==> config.mk <==
export PLATFORM = sky130hd
export DESIGN_NAME = bump_light_pixel_shader
export DESIGN_NICKNAME = d
export VERILOG_FILES = /design/src/hw/rtl/blps_pkg.sv /design/src/hw/rtl/blps_falloff.sv /design/src/hw/rtl/bump_light_pixel_shader.sv
export SDC_FILE = /design/constraint.sdc
export NUM_CORES = 1
export LEC_CHECK = 0
export BUFFER_PORTS_ARGS = -buffer_cell sky130_fd_sc_hd__buf_2
export CORE_MARGIN = 5
export CORE_UTILIZATION = 56
export CTS_BUF_LIST = sky130_fd_sc_hd__clkbuf_8
export DETAILED_ROUTE_END_ITERATION = 6
export GPL_TIMING_DRIVEN = 0
export PLACE_DENSITY = 0.82
export SYNTH_ARGS = -nofsm -noshare
export SYNTH_HDL_FRONTEND = slang
export SYNTH_SLANG_ARGS = --single-unit
==> constraint.sdc <==
create_clock -name clock -period 4.2 [get_ports clock]
set_input_delay 0.84 -clock clock [delete_from_list [all_inputs] [get_ports clock]]
set_output_delay 0.84 -clock clock [all_outputs]
set_load 0.005 [all_outputs]
==> src/hw/rtl/blps_pkg.sv <==
// blps_pkg: shared types and constants for the bump light pixel shader
// used by blps_falloff and bump_light_pixel_shader; depends on nothing
package blps_pkg;

   // payload widths fixed by the pixel word
   localparam int PIX_W       = 6;
   localparam int HEIGHT_W    = 8;
   localparam int INT_W       = 5;
   // width of pixel + height - height (range -255 .. 318)
   localparam int SUM_W       = 10;

   // configuration port
   localparam int CSR_IDX_W   = 1;
   localparam int CSR_DATA_W  = 8;
   localparam logic [CSR_IDX_W-1:0] CSR_LIGHT_X = 1'b0;
   localparam logic [CSR_IDX_W-1:0] CSR_LIGHT_Y = 1'b1;
   localparam logic signed [CSR_DATA_W-1:0] LIGHT_RESET = 8'sd32;

   // min(32768/r, 255) >> 3 equals min(4096/r, 31): the level is the
   // count of k in 1..31 for which r <= 4096/k
   localparam int LEVEL_NUM   = 32768 >> 3;
   localparam int LEVEL_MAX   = 31;

   // control that travels with each word down the pipeline
   typedef struct packed {
      logic valid;
      logic lit;
   } blps_ctl_type;

endpackage

==> src/hw/rtl/blps_falloff.sv <==
// blps_falloff: squared distance and light falloff, three register stages
// depends on blps_pkg
module blps_falloff #(
   parameter int XC_W = 7,
   parameter int YC_W = 7
) (
   input  logic                      clock,
   input  logic                      reset,
   input  blps_pkg::blps_ctl_type    in_ctl,
   input  logic signed [XC_W-1:0]    in_xc,
   input  logic signed [YC_W-1:0]    in_yc,
   output logic                      out_valid,
   output logic [blps_pkg::INT_W-1:0] out_level
);

   localparam int INT_W   = blps_pkg::INT_W;
   localparam int LVL_N   = blps_pkg::LEVEL_MAX;
   localparam int XSQ_W   = 2 * XC_W;
   localparam int YSQ_W   = 2 * YC_W;
   localparam int R_W     = ((XSQ_W > YSQ_W) ? XSQ_W : YSQ_W) + 1;
   localparam int THR_W   = $clog2(blps_pkg::LEVEL_NUM + 1);
   localparam int CMP_W   = (R_W > THR_W) ? R_W : THR_W;

   // stage a: squares
   logic signed [XSQ_W-1:0]   xw;
   logic signed [YSQ_W-1:0]   yw;
   logic [XSQ_W-1:0]          xsq_in, xsq_ff;
   logic [YSQ_W-1:0]          ysq_in, ysq_ff;
   blps_pkg::blps_ctl_type    ctl_a_ff;

   // stage b: distance against threshold bank
   logic [CMP_W-1:0]          r_sum;
   logic [LVL_N-1:0]          therm_in, therm_ff;
   blps_pkg::blps_ctl_type    ctl_b_ff;

   // stage c: level
   logic [INT_W-1:0]          level_in, level_ff;
   logic                      valid_c_ff;

   // sign-extend and square each offset
   assign xw     = XSQ_W'(in_xc);
   assign yw     = YSQ_W'(in_yc);
   assign xsq_in = $unsigned(xw * xw);
   assign ysq_in = $unsigned(yw * yw);

   // squared distance
   assign r_sum = CMP_W'(xsq_ff) + CMP_W'(ysq_ff);

   // one compare per level step, thresholds fixed at elaboration
   for (genvar gk = 1; gk <= LVL_N; gk++) begin : g_thresh
      localparam int THRESH = blps_pkg::LEVEL_NUM / gk;
      assign therm_in[gk-1] = (r_sum <= CMP_W'(THRESH));
   end

   // count the thermometer bits, dark outside the light square
   always_comb begin
      logic [INT_W-1:0] cnt;
      cnt = '0;
      for (int i = 0; i < LVL_N; i++) begin
         cnt = cnt + INT_W'(therm_ff[i]);
      end
      level_in = ctl_b_ff.lit ? cnt : '0;
   end

   // valid bits
   always_ff @(posedge clock) begin
      if (reset) begin
         ctl_a_ff   <= '0;
         ctl_b_ff   <= '0;
         valid_c_ff <= 1'b0;
      end else begin
         ctl_a_ff   <= in_ctl;
         ctl_b_ff   <= ctl_a_ff;
         valid_c_ff <= ctl_b_ff.valid;
      end
   end

   // data registers
   always_ff @(posedge clock) begin
      xsq_ff   <= xsq_in;
      ysq_ff   <= ysq_in;
      therm_ff <= therm_in;
      level_ff <= level_in;
   end

   assign out_valid = valid_c_ff;
   assign out_level = level_ff;

endmodule

==> src/hw/rtl/bump_light_pixel_shader.sv <==
// bump_light_pixel_shader: bump-mapped point light, one pixel word per clock
// depends on blps_pkg and blps_falloff
//
// Takes one pixel word per clock whenever start is high and busy is low;
// busy is high only while reset is held. Each word gives one rsp_intensity
// word, marked by rsp_valid for exactly one clock; rsp_valid is carried with
// the word through each register stage. The pipeline never stalls: five
// register stages (displace and clamp, light-square test, squares, distance
// against a bank of 31 fixed thresholds, level count) each move every clock,
// so the rate is one word per clock. The 32768/r falloff is found by
// comparing r with the constants 4096/k instead of dividing. light_x and
// light_y are written through csr_we, csr_index and csr_wdata and should
// change only while no word is in flight.
module bump_light_pixel_shader #(
   parameter int MAP_WIDTH    = 64,
   parameter int MAP_HEIGHT   = 64,
   parameter int LIGHT_SPAN_X = 64,
   parameter int LIGHT_SPAN_Y = 64
) (
   input  logic                                  clock,
   input  logic                                  reset,
   input  logic                                  start,
   output logic                                  busy,
   input  logic [blps_pkg::PIX_W-1:0]            req_pixel_x,
   input  logic [blps_pkg::PIX_W-1:0]            req_pixel_y,
   input  logic [blps_pkg::HEIGHT_W-1:0]         req_height_left,
   input  logic [blps_pkg::HEIGHT_W-1:0]         req_height_right,
   input  logic [blps_pkg::HEIGHT_W-1:0]         req_height_up,
   input  logic [blps_pkg::HEIGHT_W-1:0]         req_height_down,
   output logic                                  rsp_valid,
   output logic [blps_pkg::INT_W-1:0]            rsp_intensity,
   input  logic                                  csr_we,
   input  logic [blps_pkg::CSR_IDX_W-1:0]        csr_index,
   input  logic [blps_pkg::CSR_DATA_W-1:0]       csr_wdata
);

   localparam int SUM_W   = blps_pkg::SUM_W;
   localparam int LT_W    = blps_pkg::CSR_DATA_W;
   localparam int DX_W    = $clog2(MAP_WIDTH);
   localparam int DY_W    = $clog2(MAP_HEIGHT);
   localparam int DFX_W   = ((DX_W > LT_W) ? DX_W : LT_W) + 2;
   localparam int DFY_W   = ((DY_W > LT_W) ? DY_W : LT_W) + 2;
   localparam int XC_W    = $clog2(LIGHT_SPAN_X) + 1;
   localparam int YC_W    = $clog2(LIGHT_SPAN_Y) + 1;
   // light square on each axis is [-SPAN/2, SPAN - SPAN/2)
   localparam int X_LO    = -(LIGHT_SPAN_X / 2);
   localparam int X_HI    = LIGHT_SPAN_X - LIGHT_SPAN_X / 2;
   localparam int Y_LO    = -(LIGHT_SPAN_Y / 2);
   localparam int Y_HI    = LIGHT_SPAN_Y - LIGHT_SPAN_Y / 2;

   // light position registers
   logic signed [LT_W-1:0]    light_x_ff, light_y_ff;

   // stage 1: displaced and clamped point
   logic                      req_take;
   logic signed [SUM_W-1:0]   sum_x, sum_y;
   logic [DX_W-1:0]           dx_in, dx_ff;
   logic [DY_W-1:0]           dy_in, dy_ff;
   logic                      valid1_ff;

   // stage 2: offset from the light and square test
   logic signed [DFX_W-1:0]   dfx;
   logic signed [DFY_W-1:0]   dfy;
   logic signed [XC_W-1:0]    xc_ff;
   logic signed [YC_W-1:0]    yc_ff;
   blps_pkg::blps_ctl_type    ctl2_in, ctl2_ff;

   assign busy     = reset;
   assign req_take = start & ~busy;

   // configuration writes
   always_ff @(posedge clock) begin
      if (reset) begin
         light_x_ff <= blps_pkg::LIGHT_RESET;
         light_y_ff <= blps_pkg::LIGHT_RESET;
      end else if (csr_we) begin
         case (csr_index)
            blps_pkg::CSR_LIGHT_X: light_x_ff <= $signed(csr_wdata);
            blps_pkg::CSR_LIGHT_Y: light_y_ff <= $signed(csr_wdata);
            default: ;
         endcase
      end
   end

   // displace by the height slopes
   assign sum_x = $signed(SUM_W'(req_pixel_x)) + $signed(SUM_W'(req_height_right))
                - $signed(SUM_W'(req_height_left));
   assign sum_y = $signed(SUM_W'(req_pixel_y)) + $signed(SUM_W'(req_height_down))
                - $signed(SUM_W'(req_height_up));

   // clamp into the map
   always_comb begin
      if (sum_x < 0) begin
         dx_in = '0;
      end else if (int'(sum_x) > MAP_WIDTH - 1) begin
         dx_in = DX_W'(MAP_WIDTH - 1);
      end else begin
         dx_in = DX_W'(sum_x);
      end
      if (sum_y < 0) begin
         dy_in = '0;
      end else if (int'(sum_y) > MAP_HEIGHT - 1) begin
         dy_in = DY_W'(MAP_HEIGHT - 1);
      end else begin
         dy_in = DY_W'(sum_y);
      end
   end

   // offset from the light centre and light square test
   assign dfx = DFX_W'($signed({1'b0, dx_ff})) - DFX_W'(light_x_ff);
   assign dfy = DFY_W'($signed({1'b0, dy_ff})) - DFY_W'(light_y_ff);

   always_comb begin
      ctl2_in.valid = valid1_ff;
      ctl2_in.lit   = (dfx >= DFX_W'(X_LO)) && (dfx < DFX_W'(X_HI))
                   && (dfy >= DFY_W'(Y_LO)) && (dfy < DFY_W'(Y_HI));
   end

   // valid bits
   always_ff @(posedge clock) begin
      if (reset) begin
         valid1_ff <= 1'b0;
         ctl2_ff   <= '0;
      end else begin
         valid1_ff <= req_take;
         ctl2_ff   <= ctl2_in;
      end
   end

   // data registers; offsets only matter inside the light square
   always_ff @(posedge clock) begin
      dx_ff <= dx_in;
      dy_ff <= dy_in;
      xc_ff <= XC_W'(dfx);
      yc_ff <= YC_W'(dfy);
   end

   // squares, distance and falloff level
   blps_falloff #(
      .XC_W (XC_W),
      .YC_W (YC_W)
   ) u_falloff (
      .clock     (clock),
      .reset     (reset),
      .in_ctl    (ctl2_ff),
      .in_xc     (xc_ff),
      .in_yc     (yc_ff),
      .out_valid (rsp_valid),
      .out_level (rsp_intensity)
   );

endmodule

==> flow_summary_export.csv, run 1 <==
group,metric,value,unit
status,outcome,"finished, violations left",
status,violations_in_the_final_reports,"setup timing",
sta,grt_setup_unrepaired,"true",
clock_network,clock_tree_from_tritoncts,"done",
sta,final-max-slew-violation-count,0,
setup_path,regToRegStartpoint,"u_falloff.therm_ff[0]$_DFF_P_",
synth,synth_cells,1131,
synth,synth_xor_area_share,6.48,%
worst_hold_path,min-delay-start,"ctl2_ff[1]$_SDFF_PP0_",
floorplan,design.die.area,0.0206,sq mm
grt,largest_net_degree_at_the_start_of_global_routing,21,
synth,netlist_top_cells_area,"sky130_fd_sc_hd__dfxtp_1 (22%), sky130_fd_sc_hd__fa_1 (20%), sky130_fd_sc_hd__ha_1 (14%)",
floorplan,std_cell_rows,48,
floorplan,design.portCount,64,
synth,yosys_register_bits,112,
sta,worst_slack,-0.529,ns
grt,wire_length_of_the_first_global_routing_pass,33500,microns
synth,yosys-mux-area-fraction,0.300,%
sta,finClkSkew,0.0132,ns
clock_network,tritoncts.num_buffers,9,
synth,syn_area_per_cell,8.84,sq um
setup_path,worstPathMaxFanout,2,
place,count_of_port_buffers_added_during_placement,63,
cells_and_area,area.growth.synth_to_final,13.6,%
grt,grt-ovfl-total,0,
synth,seq_area_frac_synth,22.4,%
setup_path,cp_data_required_time,4.49,ns
cells_and_area,layout.area.seq,0.00228,sq mm
place,post-place-cells,1419,
clock_network,clock_tree.root_cell,"sky130_fd_sc_hd__clkbuf_8",
worst_hold_path,min_path_cells,1,
place,dp_hpwl,15200,microns
place,pre_cts_ws,-0.554,ns
setup_path,maximum_single_stage_delay_on_the_critical_path,0.56,ns
drt,routed_wl,18800,microns
cells_and_area,antenna_cells,0,
synth,yosys.area.top_type,"sky130_fd_sc_hd__dfxtp_1",
worst_hold_path,worst_min_delay_path_category,"register to register",
drt,drt_iter0_markers,284,
drt,routed_wire_length_per_instance,12.9,microns
floorplan,die-width,144,microns
clock_network,clock_sink_count,112,
sta,final_hold_viol_count,0,
clock_network,cts_hold_buffers,0,
setup_path,worst_r2r_path_depth,16,
setup_path,critPathCaptureType,"register",
setup_path,path_cells,"ha_4 > inv_2 > fa_1 > fa_1 > inv_2 > fa_1 > fa_1 > fa_1 > inv_1 > fa_1 > inv_2 > fa_2 > buf_4 > buf_6 > xor2_1 > and2_1",
synth,ys_types,59,
grt,track_usage,19.6,%
setup_path,worstReg2RegEnd,"u_falloff.out_level[2]$_SDFF_PN0_",
synth,netlist_area,0.0100,sq mm
sta,finalSetupViolations,4,
floorplan,design.core.area,0.0174,sq mm
synth,synth-main-ff-cell,"sky130_fd_sc_hd__dfxtp_1",
sta,headroom_to_the_max_slew_limit,46.1,%
synth,synth_edf_count,0,
setup_path,timing.critical_path.arrival,5.02,ns
cells_and_area,filler_free_cell_count_of_the_finished_design,1459,
setup_path,crit_path_top_delay_cell,"sky130_fd_sc_hd__fa_1",
cells_and_area,proportion_of_layout_cells_with_a_drive_suffix_above_1,16.9,%
drt,number_of_nets_still_failing_antenna_checks_after_routing,0,
sta,final_critical_delay_including_setup_and_external_delays,4.73,ns
cells_and_area,fillerInstances,1403,
setup_path,regToRegSetupSlack,-0.53,ns
drt,route.detailed.vias_per_inst,5.18,
drt,final_routed_drc_violation_total,0,
place,gp_congestion,0.921,
synth,synth-simple-area-share,14.1,%
floorplan,start_util,57.4,%
run,drv_cap,0,
synth,synth_fa_ha_area_share,33.9,%
grt,antenna_found_initial,0,
synth,synth_async_sr_flop_share,0,%
synth,postSynthNetCount,1398,
cells_and_area,multiInputGateArea,0.00700,sq mm
setup_path,timing.critical_path.mode_cell,"sky130_fd_sc_hd__fa_1",
clock_network,clkLatencyLatePin,0.40,ns
setup_path,worstSetupPathType,"register to register",
synth,main_combinational_cell_family_by_area_after_synthesis,"adder cells",
synth,netlist_top_cells_count,"sky130_fd_sc_hd__inv_1 (248), sky130_fd_sc_hd__dfxtp_1 (112), sky130_fd_sc_hd__ha_1 (108), sky130_fd_sc_hd__fa_1 (102), sky130_fd_sc_hd__a21oi_1 (77)",
drt,via_count,7555,
cells_and_area,final_nets,1496,
drt,drt_first_pass_iters,5,
setup_path,crit_path_start_kind,"register",
clock_network,clock_tree.htree_level_count,3,
sta,timing.setup.tns,-1.64,ns
cells_and_area,finalCoreUtilization,65.2,%
synth,synth-warning-count,0,
floorplan,chipHeight,144,microns
clock_network,cts_buffer_depth,2,
synth,dominant_cell_by_count_in_the_synthesized_netlist,"sky130_fd_sc_hd__inv_1",
synth,fraction_of_post_synthesis_cell_area_in_the_top_cell_type_by_area,22.4,%
synth,synthesized_area_fraction_occupied_by_ao_oa_aoi_and_oai_cells,12.2,%
sta,timing.final.crit_share,113,%
sta,fmax,211,MHz
worst_hold_path,worstHoldEndpoint,"u_falloff.ctl_a_ff[1]$_SDFF_PP0_",
grt,first_global_vias,7899,
sta,tightestPinTransition,0.803,ns
clock_network,clock_transition_time_at_the_flip_flop_clock_pins_of_the_worst_setup_and_hold_paths,0.11,ns
==> worst max-delay path by stage <==
stage / cells after the start / from / end / slack (ns)
3_3_place_gp: 15 / u_falloff.therm_ff[0]$_DFF_P_ / u_falloff.out_level[4]$_SDFF_PN0_ / -0.51
5_1_grt: 15 / u_falloff.therm_ff[0]$_DFF_P_ / u_falloff.out_level[4]$_SDFF_PN0_ / -0.72
3_5_place_dp: 15 / u_falloff.therm_ff[0]$_DFF_P_ / u_falloff.out_level[4]$_SDFF_PN0_ / -0.55
2_1_floorplan: 16 / u_falloff.therm_ff[0]$_DFF_P_ / u_falloff.out_level[4]$_SDFF_PN0_ / -0.34
4_1_cts: 16 / u_falloff.therm_ff[0]$_DFF_P_ / u_falloff.out_level[4]$_SDFF_PN0_ / -0.53
6_report: 16 / u_falloff.therm_ff[0]$_DFF_P_ / u_falloff.out_level[2]$_SDFF_PN0_ / -0.53
==> layer usage <==
layer | GRT usage (%) | vias to the layer above | wire length, microns
met4 | 6.19 | 0 | 514
met5 | 0 | - | 0
met3 | 3.56 | 47 | 658
met2 | 37.7 | 147 | 10100
li1 | - | 3781 | -
met1 | 21.8 | 3580 | 7510
==> cell type report <==
class	instances	area share, %
Multi-Input combinational cell	746	61.6
Sequential cell	112	20.1
Inverter	248	8.24
Timing Repair Buffer	89	4.53
Tap cell	225	2.48
Buffer	23	1.35
Clock buffer	9	1.09
Clock inverter	7	0.595
==> per-stage QoR <==
| stage | hold slack [ns] | instance area [sq um] |
|---|---|---|
| 3_3_place_gp | 0.395 | 10600 |
| 6_report | 0.442 | 11400 |
| 4_1_cts | 0.398 | 11200 |
| 5_1_grt | 0.455 | 11400 |
| 3_5_place_dp | 0.393 | 10600 |
| 2_1_floorplan | 0.342 | 10000 |
==> cell usage in the layout, fill, tap and decap left out, drive strengths merged, types with 11 or more instances in the layout <==
| cell | count |
|---|---|
| a21o | 18 |
| a21oi | 77 |
| nand3 | 15 |
| nand2b | 19 |
| fa | 102 |
| nor3 | 21 |
| ha | 108 |
| dfxtp | 112 |
| xor2 | 19 |
| buf | 95 |
| xnor2 | 55 |
| o21ai | 38 |
| clkbuf | 26 |
| o21a | 18 |
| nor2b | 27 |
| inv | 250 |
| nor2 | 51 |
| nand2 | 64 |
| a31oi | 11 |
| and2 | 31 |
==> flip-flops by register name (all words and copies together), names as in the netlist <==
name / cells
ctl2_ff: 2
dx_ff: 6
dy_ff: 6
light_x_ff: 8
light_y_ff: 8
u_falloff.ctl_a_ff: 2
u_falloff.ctl_b_ff: 2
u_falloff.out_level: 5
u_falloff.out_valid: 1
u_falloff.therm_ff: 31
u_falloff.xsq_ff: 13
u_falloff.ysq_ff: 13
valid1_ff: 1
xc_ff: 7
yc_ff: 7
==> kinds of logic after synthesis <==
family	after synthesis
adders and majority gates	210
muxes	3
and+or+nand+nor	262
DFF	112
xor gates and xnor gates	74
AOI/OAI and AO/OA	197
buffers and inverters	273
==> worst max-delay path: cells and delay by family (launching register included) <==
kind	cells	cell delay, ns
xor gates and xnor gates	1	0.15
adders and majority gates	8	3.53
buffers and inverters	6	0.47
DFF	1	0.34
and+or+nand+nor	1	0.14
==> repair_timing <==
item | CTS | global route
hold endpoints to repair | 0 | 0
pin swaps | 23 | 29
gates cloned | 0 | 0
gates resized for setup | 55 | 44
setup buffers | 17 | 9
setup endpoints to repair | 11 | 10
Power of run 1 is not shown: default switching activity piles up to over one toggle a cycle in this logic, so the estimate is an artifact.
==> run 2: changes to the inputs <==
--- a/config.mk
+++ b/config.mk
@@ -6,6 +6,7 @@
 export NUM_CORES = 1
 export LEC_CHECK = 0
 export BUFFER_PORTS_ARGS = -buffer_cell sky130_fd_sc_hd__buf_2
+export CORE_ASPECT_RATIO = 1.25
 export CORE_MARGIN = 5
 export CORE_UTILIZATION = 56
 export CTS_BUF_LIST = sky130_fd_sc_hd__clkbuf_8
==> run 2 against run 1 <==
  * The run still ends with setup timing left
  * Count of clock-buffer cells in the layout did not move
  * Clock skew rose by 0.0034 ns
  * Global-route usage fell by 0.12 points
  * Non-clock buffer count fell by 2
  * Worst hold slack improved by 0.0088 ns
  * Via count fell by 0.54%
  * Highest routed layer unchanged
==> flow_summary_export.csv, run 2 (synthesized netlist as in run 1, its figures left out) <==
group,metric,value,unit
sta,finalSetupViolations,4,
cells_and_area,largest_regs,"u_falloff.therm_ff: 31 flops, u_falloff.xsq_ff: 13 flops, u_falloff.ysq_ff: 13 flops",
floorplan,start_util,57.2,%
cells_and_area,proportion_of_layout_cells_with_a_drive_suffix_above_1,15.8,%
drt,routed_wire_length_per_instance,13.2,microns
cells_and_area,finalCoreUtilization,64.8,%
drt,route.detailed.vias_per_inst,5.16,
cells_and_area,antenna_cells,0,
setup_path,worstSetupPathType,"register to register",
drt,drt_iter0_markers,246,
grt,track_usage,19.5,%
drt,via_count,7514,
setup_path,regToRegSetupSlack,-0.50,ns
grt,grt_util_met3,2.89,%
floorplan,die-width,130,microns
setup_path,timing.critical_path.arrival,4.99,ns
sta,fmax,213,MHz
cells_and_area,regMostFlops,"u_falloff.therm_ff",
floorplan,chipHeight,159,microns
worst_hold_path,min-delay-start,"valid1_ff$_SDFF_PP0_",
drt,final_routed_drc_violation_total,0,
sta,worst_slack,-0.497,ns
grt,first_global_vias,7883,
sta,tightestPinTransition,0.808,ns
sta,final_hold_viol_count,0,
floorplan,design.core.area,0.0175,sq mm
sta,grt_setup_unrepaired,"true",
place,gp_congestion,0.934,
clock_network,clkLatencyLatePin,0.39,ns
worst_hold_path,worstHoldEndpoint,"ctl2_ff[1]$_SDFF_PP0_",
place,count_of_port_buffers_added_during_placement,63,
setup_path,cp_data_required_time,4.49,ns
floorplan,design.portCount,64,
grt,use_met2,38.9,%
setup_path,crit_path_start_kind,"register",
sta,final-max-slew-violation-count,0,
worst_hold_path,min_path_cells,1,
clock_network,clock_tree.root_cell,"sky130_fd_sc_hd__clkbuf_8",
cells_and_area,area.growth.synth_to_final,13.3,%
grt,globalRoute.busiestLayer,"met2",
grt,met1_usage,19.7,%
clock_network,clock_tree.htree_level_count,3,
clock_network,cts_buffer_depth,2,
grt,grt-ovfl-total,0,
status,outcome,"finished, violations left",
cells_and_area,final_nets,1494,
sta,headroom_to_the_max_slew_limit,45.7,%
setup_path,worstReg2RegEnd,"u_falloff.out_level[4]$_SDFF_PN0_",
clock_network,clock_transition_time_at_the_flip_flop_clock_pins_of_the_worst_setup_and_hold_paths,0.10,ns
drt,drt_first_pass_iters,4,
place,placement.cell_area,0.0106,sq mm
grt,antenna_found_initial,0,
cells_and_area,most-common-layout-cells,"sky130_fd_sc_hd__inv_1 (244), sky130_fd_sc_hd__fa_1 (99), sky130_fd_sc_hd__dfxtp_1 (99), sky130_fd_sc_hd__ha_1 (98), sky130_fd_sc_hd__a21oi_1 (68)",
floorplan,design.die.area,0.0206,sq mm
cells_and_area,postLayoutCellArea,0.0113,sq mm
grt,largest_net_degree_at_the_start_of_global_routing,20,
grt,wire_length_of_the_first_global_routing_pass,33500,microns
floorplan,std_cell_rows,54,
drt,routed_wl,19300,microns
cells_and_area,leading_cell_type_in_the_layout_fill_and_taps_excluded,"sky130_fd_sc_hd__inv_1",
worst_hold_path,worst_min_delay_path_category,"register to register",
setup_path,regToRegStartpoint,"u_falloff.therm_ff[0]$_DFF_P_",
setup_path,worstPathMaxFanout,2,
place,dp_hpwl,15300,microns
setup_path,cp-startpoint,"u_falloff.therm_ff[0]$_DFF_P_",
sta,finClkSkew,0.0166,ns
clock_network,clock_tree_from_tritoncts,"done",
cells_and_area,fillerInstances,1387,
sta,final_critical_delay_including_setup_and_external_delays,4.70,ns
cells_and_area,largest_reg_flops,31,
sta,timing.final.crit_share,112,%
place,pre_cts_ws,-0.549,ns
clock_network,cts_hold_buffers,0,
status,violations_in_the_final_reports,"setup timing",
setup_path,worst_r2r_path_depth,16,
clock_network,tritoncts.num_buffers,9,
run,drv_cap,0,
setup_path,critPathCaptureType,"register",
drt,number_of_nets_still_failing_antenna_checks_after_routing,0,
clock_network,clock_sink_count,112,
-- run 2: how the worst max path moves through the flow --
stage | to | slack [ns] | depth (start not counted)
finish | u_falloff.out_level[4]$_SDFF_PN0_ | -0.50 | 16
floorplan | u_falloff.out_level[4]$_SDFF_PN0_ | -0.34 | 16
global route | u_falloff.out_level[4]$_SDFF_PN0_ | -0.65 | 15
global placement | u_falloff.out_level[4]$_SDFF_PN0_ | -0.53 | 15
CTS | u_falloff.out_level[4]$_SDFF_PN0_ | -0.52 | 16
detailed placement | u_falloff.out_level[4]$_SDFF_PN0_ | -0.55 | 15
-- run 2: metal layers --
| layer | share of wire (%) | up-vias |
|---|---|---|
| met5 | 0 | - |
| met4 | 3.2 | 0 |
| met1 | 37 | 3546 |
| met3 | 2.5 | 48 |
| li1 | - | 3790 |
| met2 | 58 | 130 |
-- run 2: stage by stage --
| step | std cells | hold WS [ns] | TNS (ns) |
|---|---|---|---|
| floorplan | 1131 | 0.342 | -0.749 |
| global placement | 1418 | 0.376 | -2.45 |
| detailed placement | 1418 | 0.380 | -3.04 |
| CTS | 1450 | 0.440 | -1.69 |
| global route | 1456 | 0.457 | -2.54 |
| finish | 1456 | 0.451 | -1.55 |
-- run 2: layout make-up --
class                      count  area [sq um]  area share [%]
buffer                        24           158            1.39
clock buffer                   9           124            1.09
clock inverter                 7          78.8           0.695
inverter                     248           931            8.21
multi-input combinational    746          6970            61.5
sequential                   112          2280            20.1
tap                          224           280            2.47
timing repair buffer          86           508            4.48
-- run 2: timing repair --
| item | in CTS | in global routing |
|---|---|---|
| pin swaps | 21 | 23 |
| endpoints found under the setup margin | 11 | 11 |
| gates resized for setup | 48 | 33 |
| buffers inserted | 17 | 6 |
| cloned | 0 | 0 |
-- run 2: critical path, stage by stage, from the launching register on --
cell,delay [ns]
sky130_fd_sc_hd__dfxtp_1,0.32
sky130_fd_sc_hd__ha_1,0.27
sky130_fd_sc_hd__inv_1,0.07
sky130_fd_sc_hd__fa_1,0.44
sky130_fd_sc_hd__fa_1,0.38
sky130_fd_sc_hd__inv_1,0.08
sky130_fd_sc_hd__fa_1,0.43
sky130_fd_sc_hd__fa_1,0.50
sky130_fd_sc_hd__fa_1,0.55
sky130_fd_sc_hd__inv_1,0.06
sky130_fd_sc_hd__fa_1,0.53
sky130_fd_sc_hd__inv_1,0.07
sky130_fd_sc_hd__fa_2,0.39
sky130_fd_sc_hd__a21o_1,0.17
sky130_fd_sc_hd__a21oi_2,0.14
sky130_fd_sc_hd__xnor2_1,0.07
sky130_fd_sc_hd__and2_1,0.14
Power of run 2 is left out for the same reason.
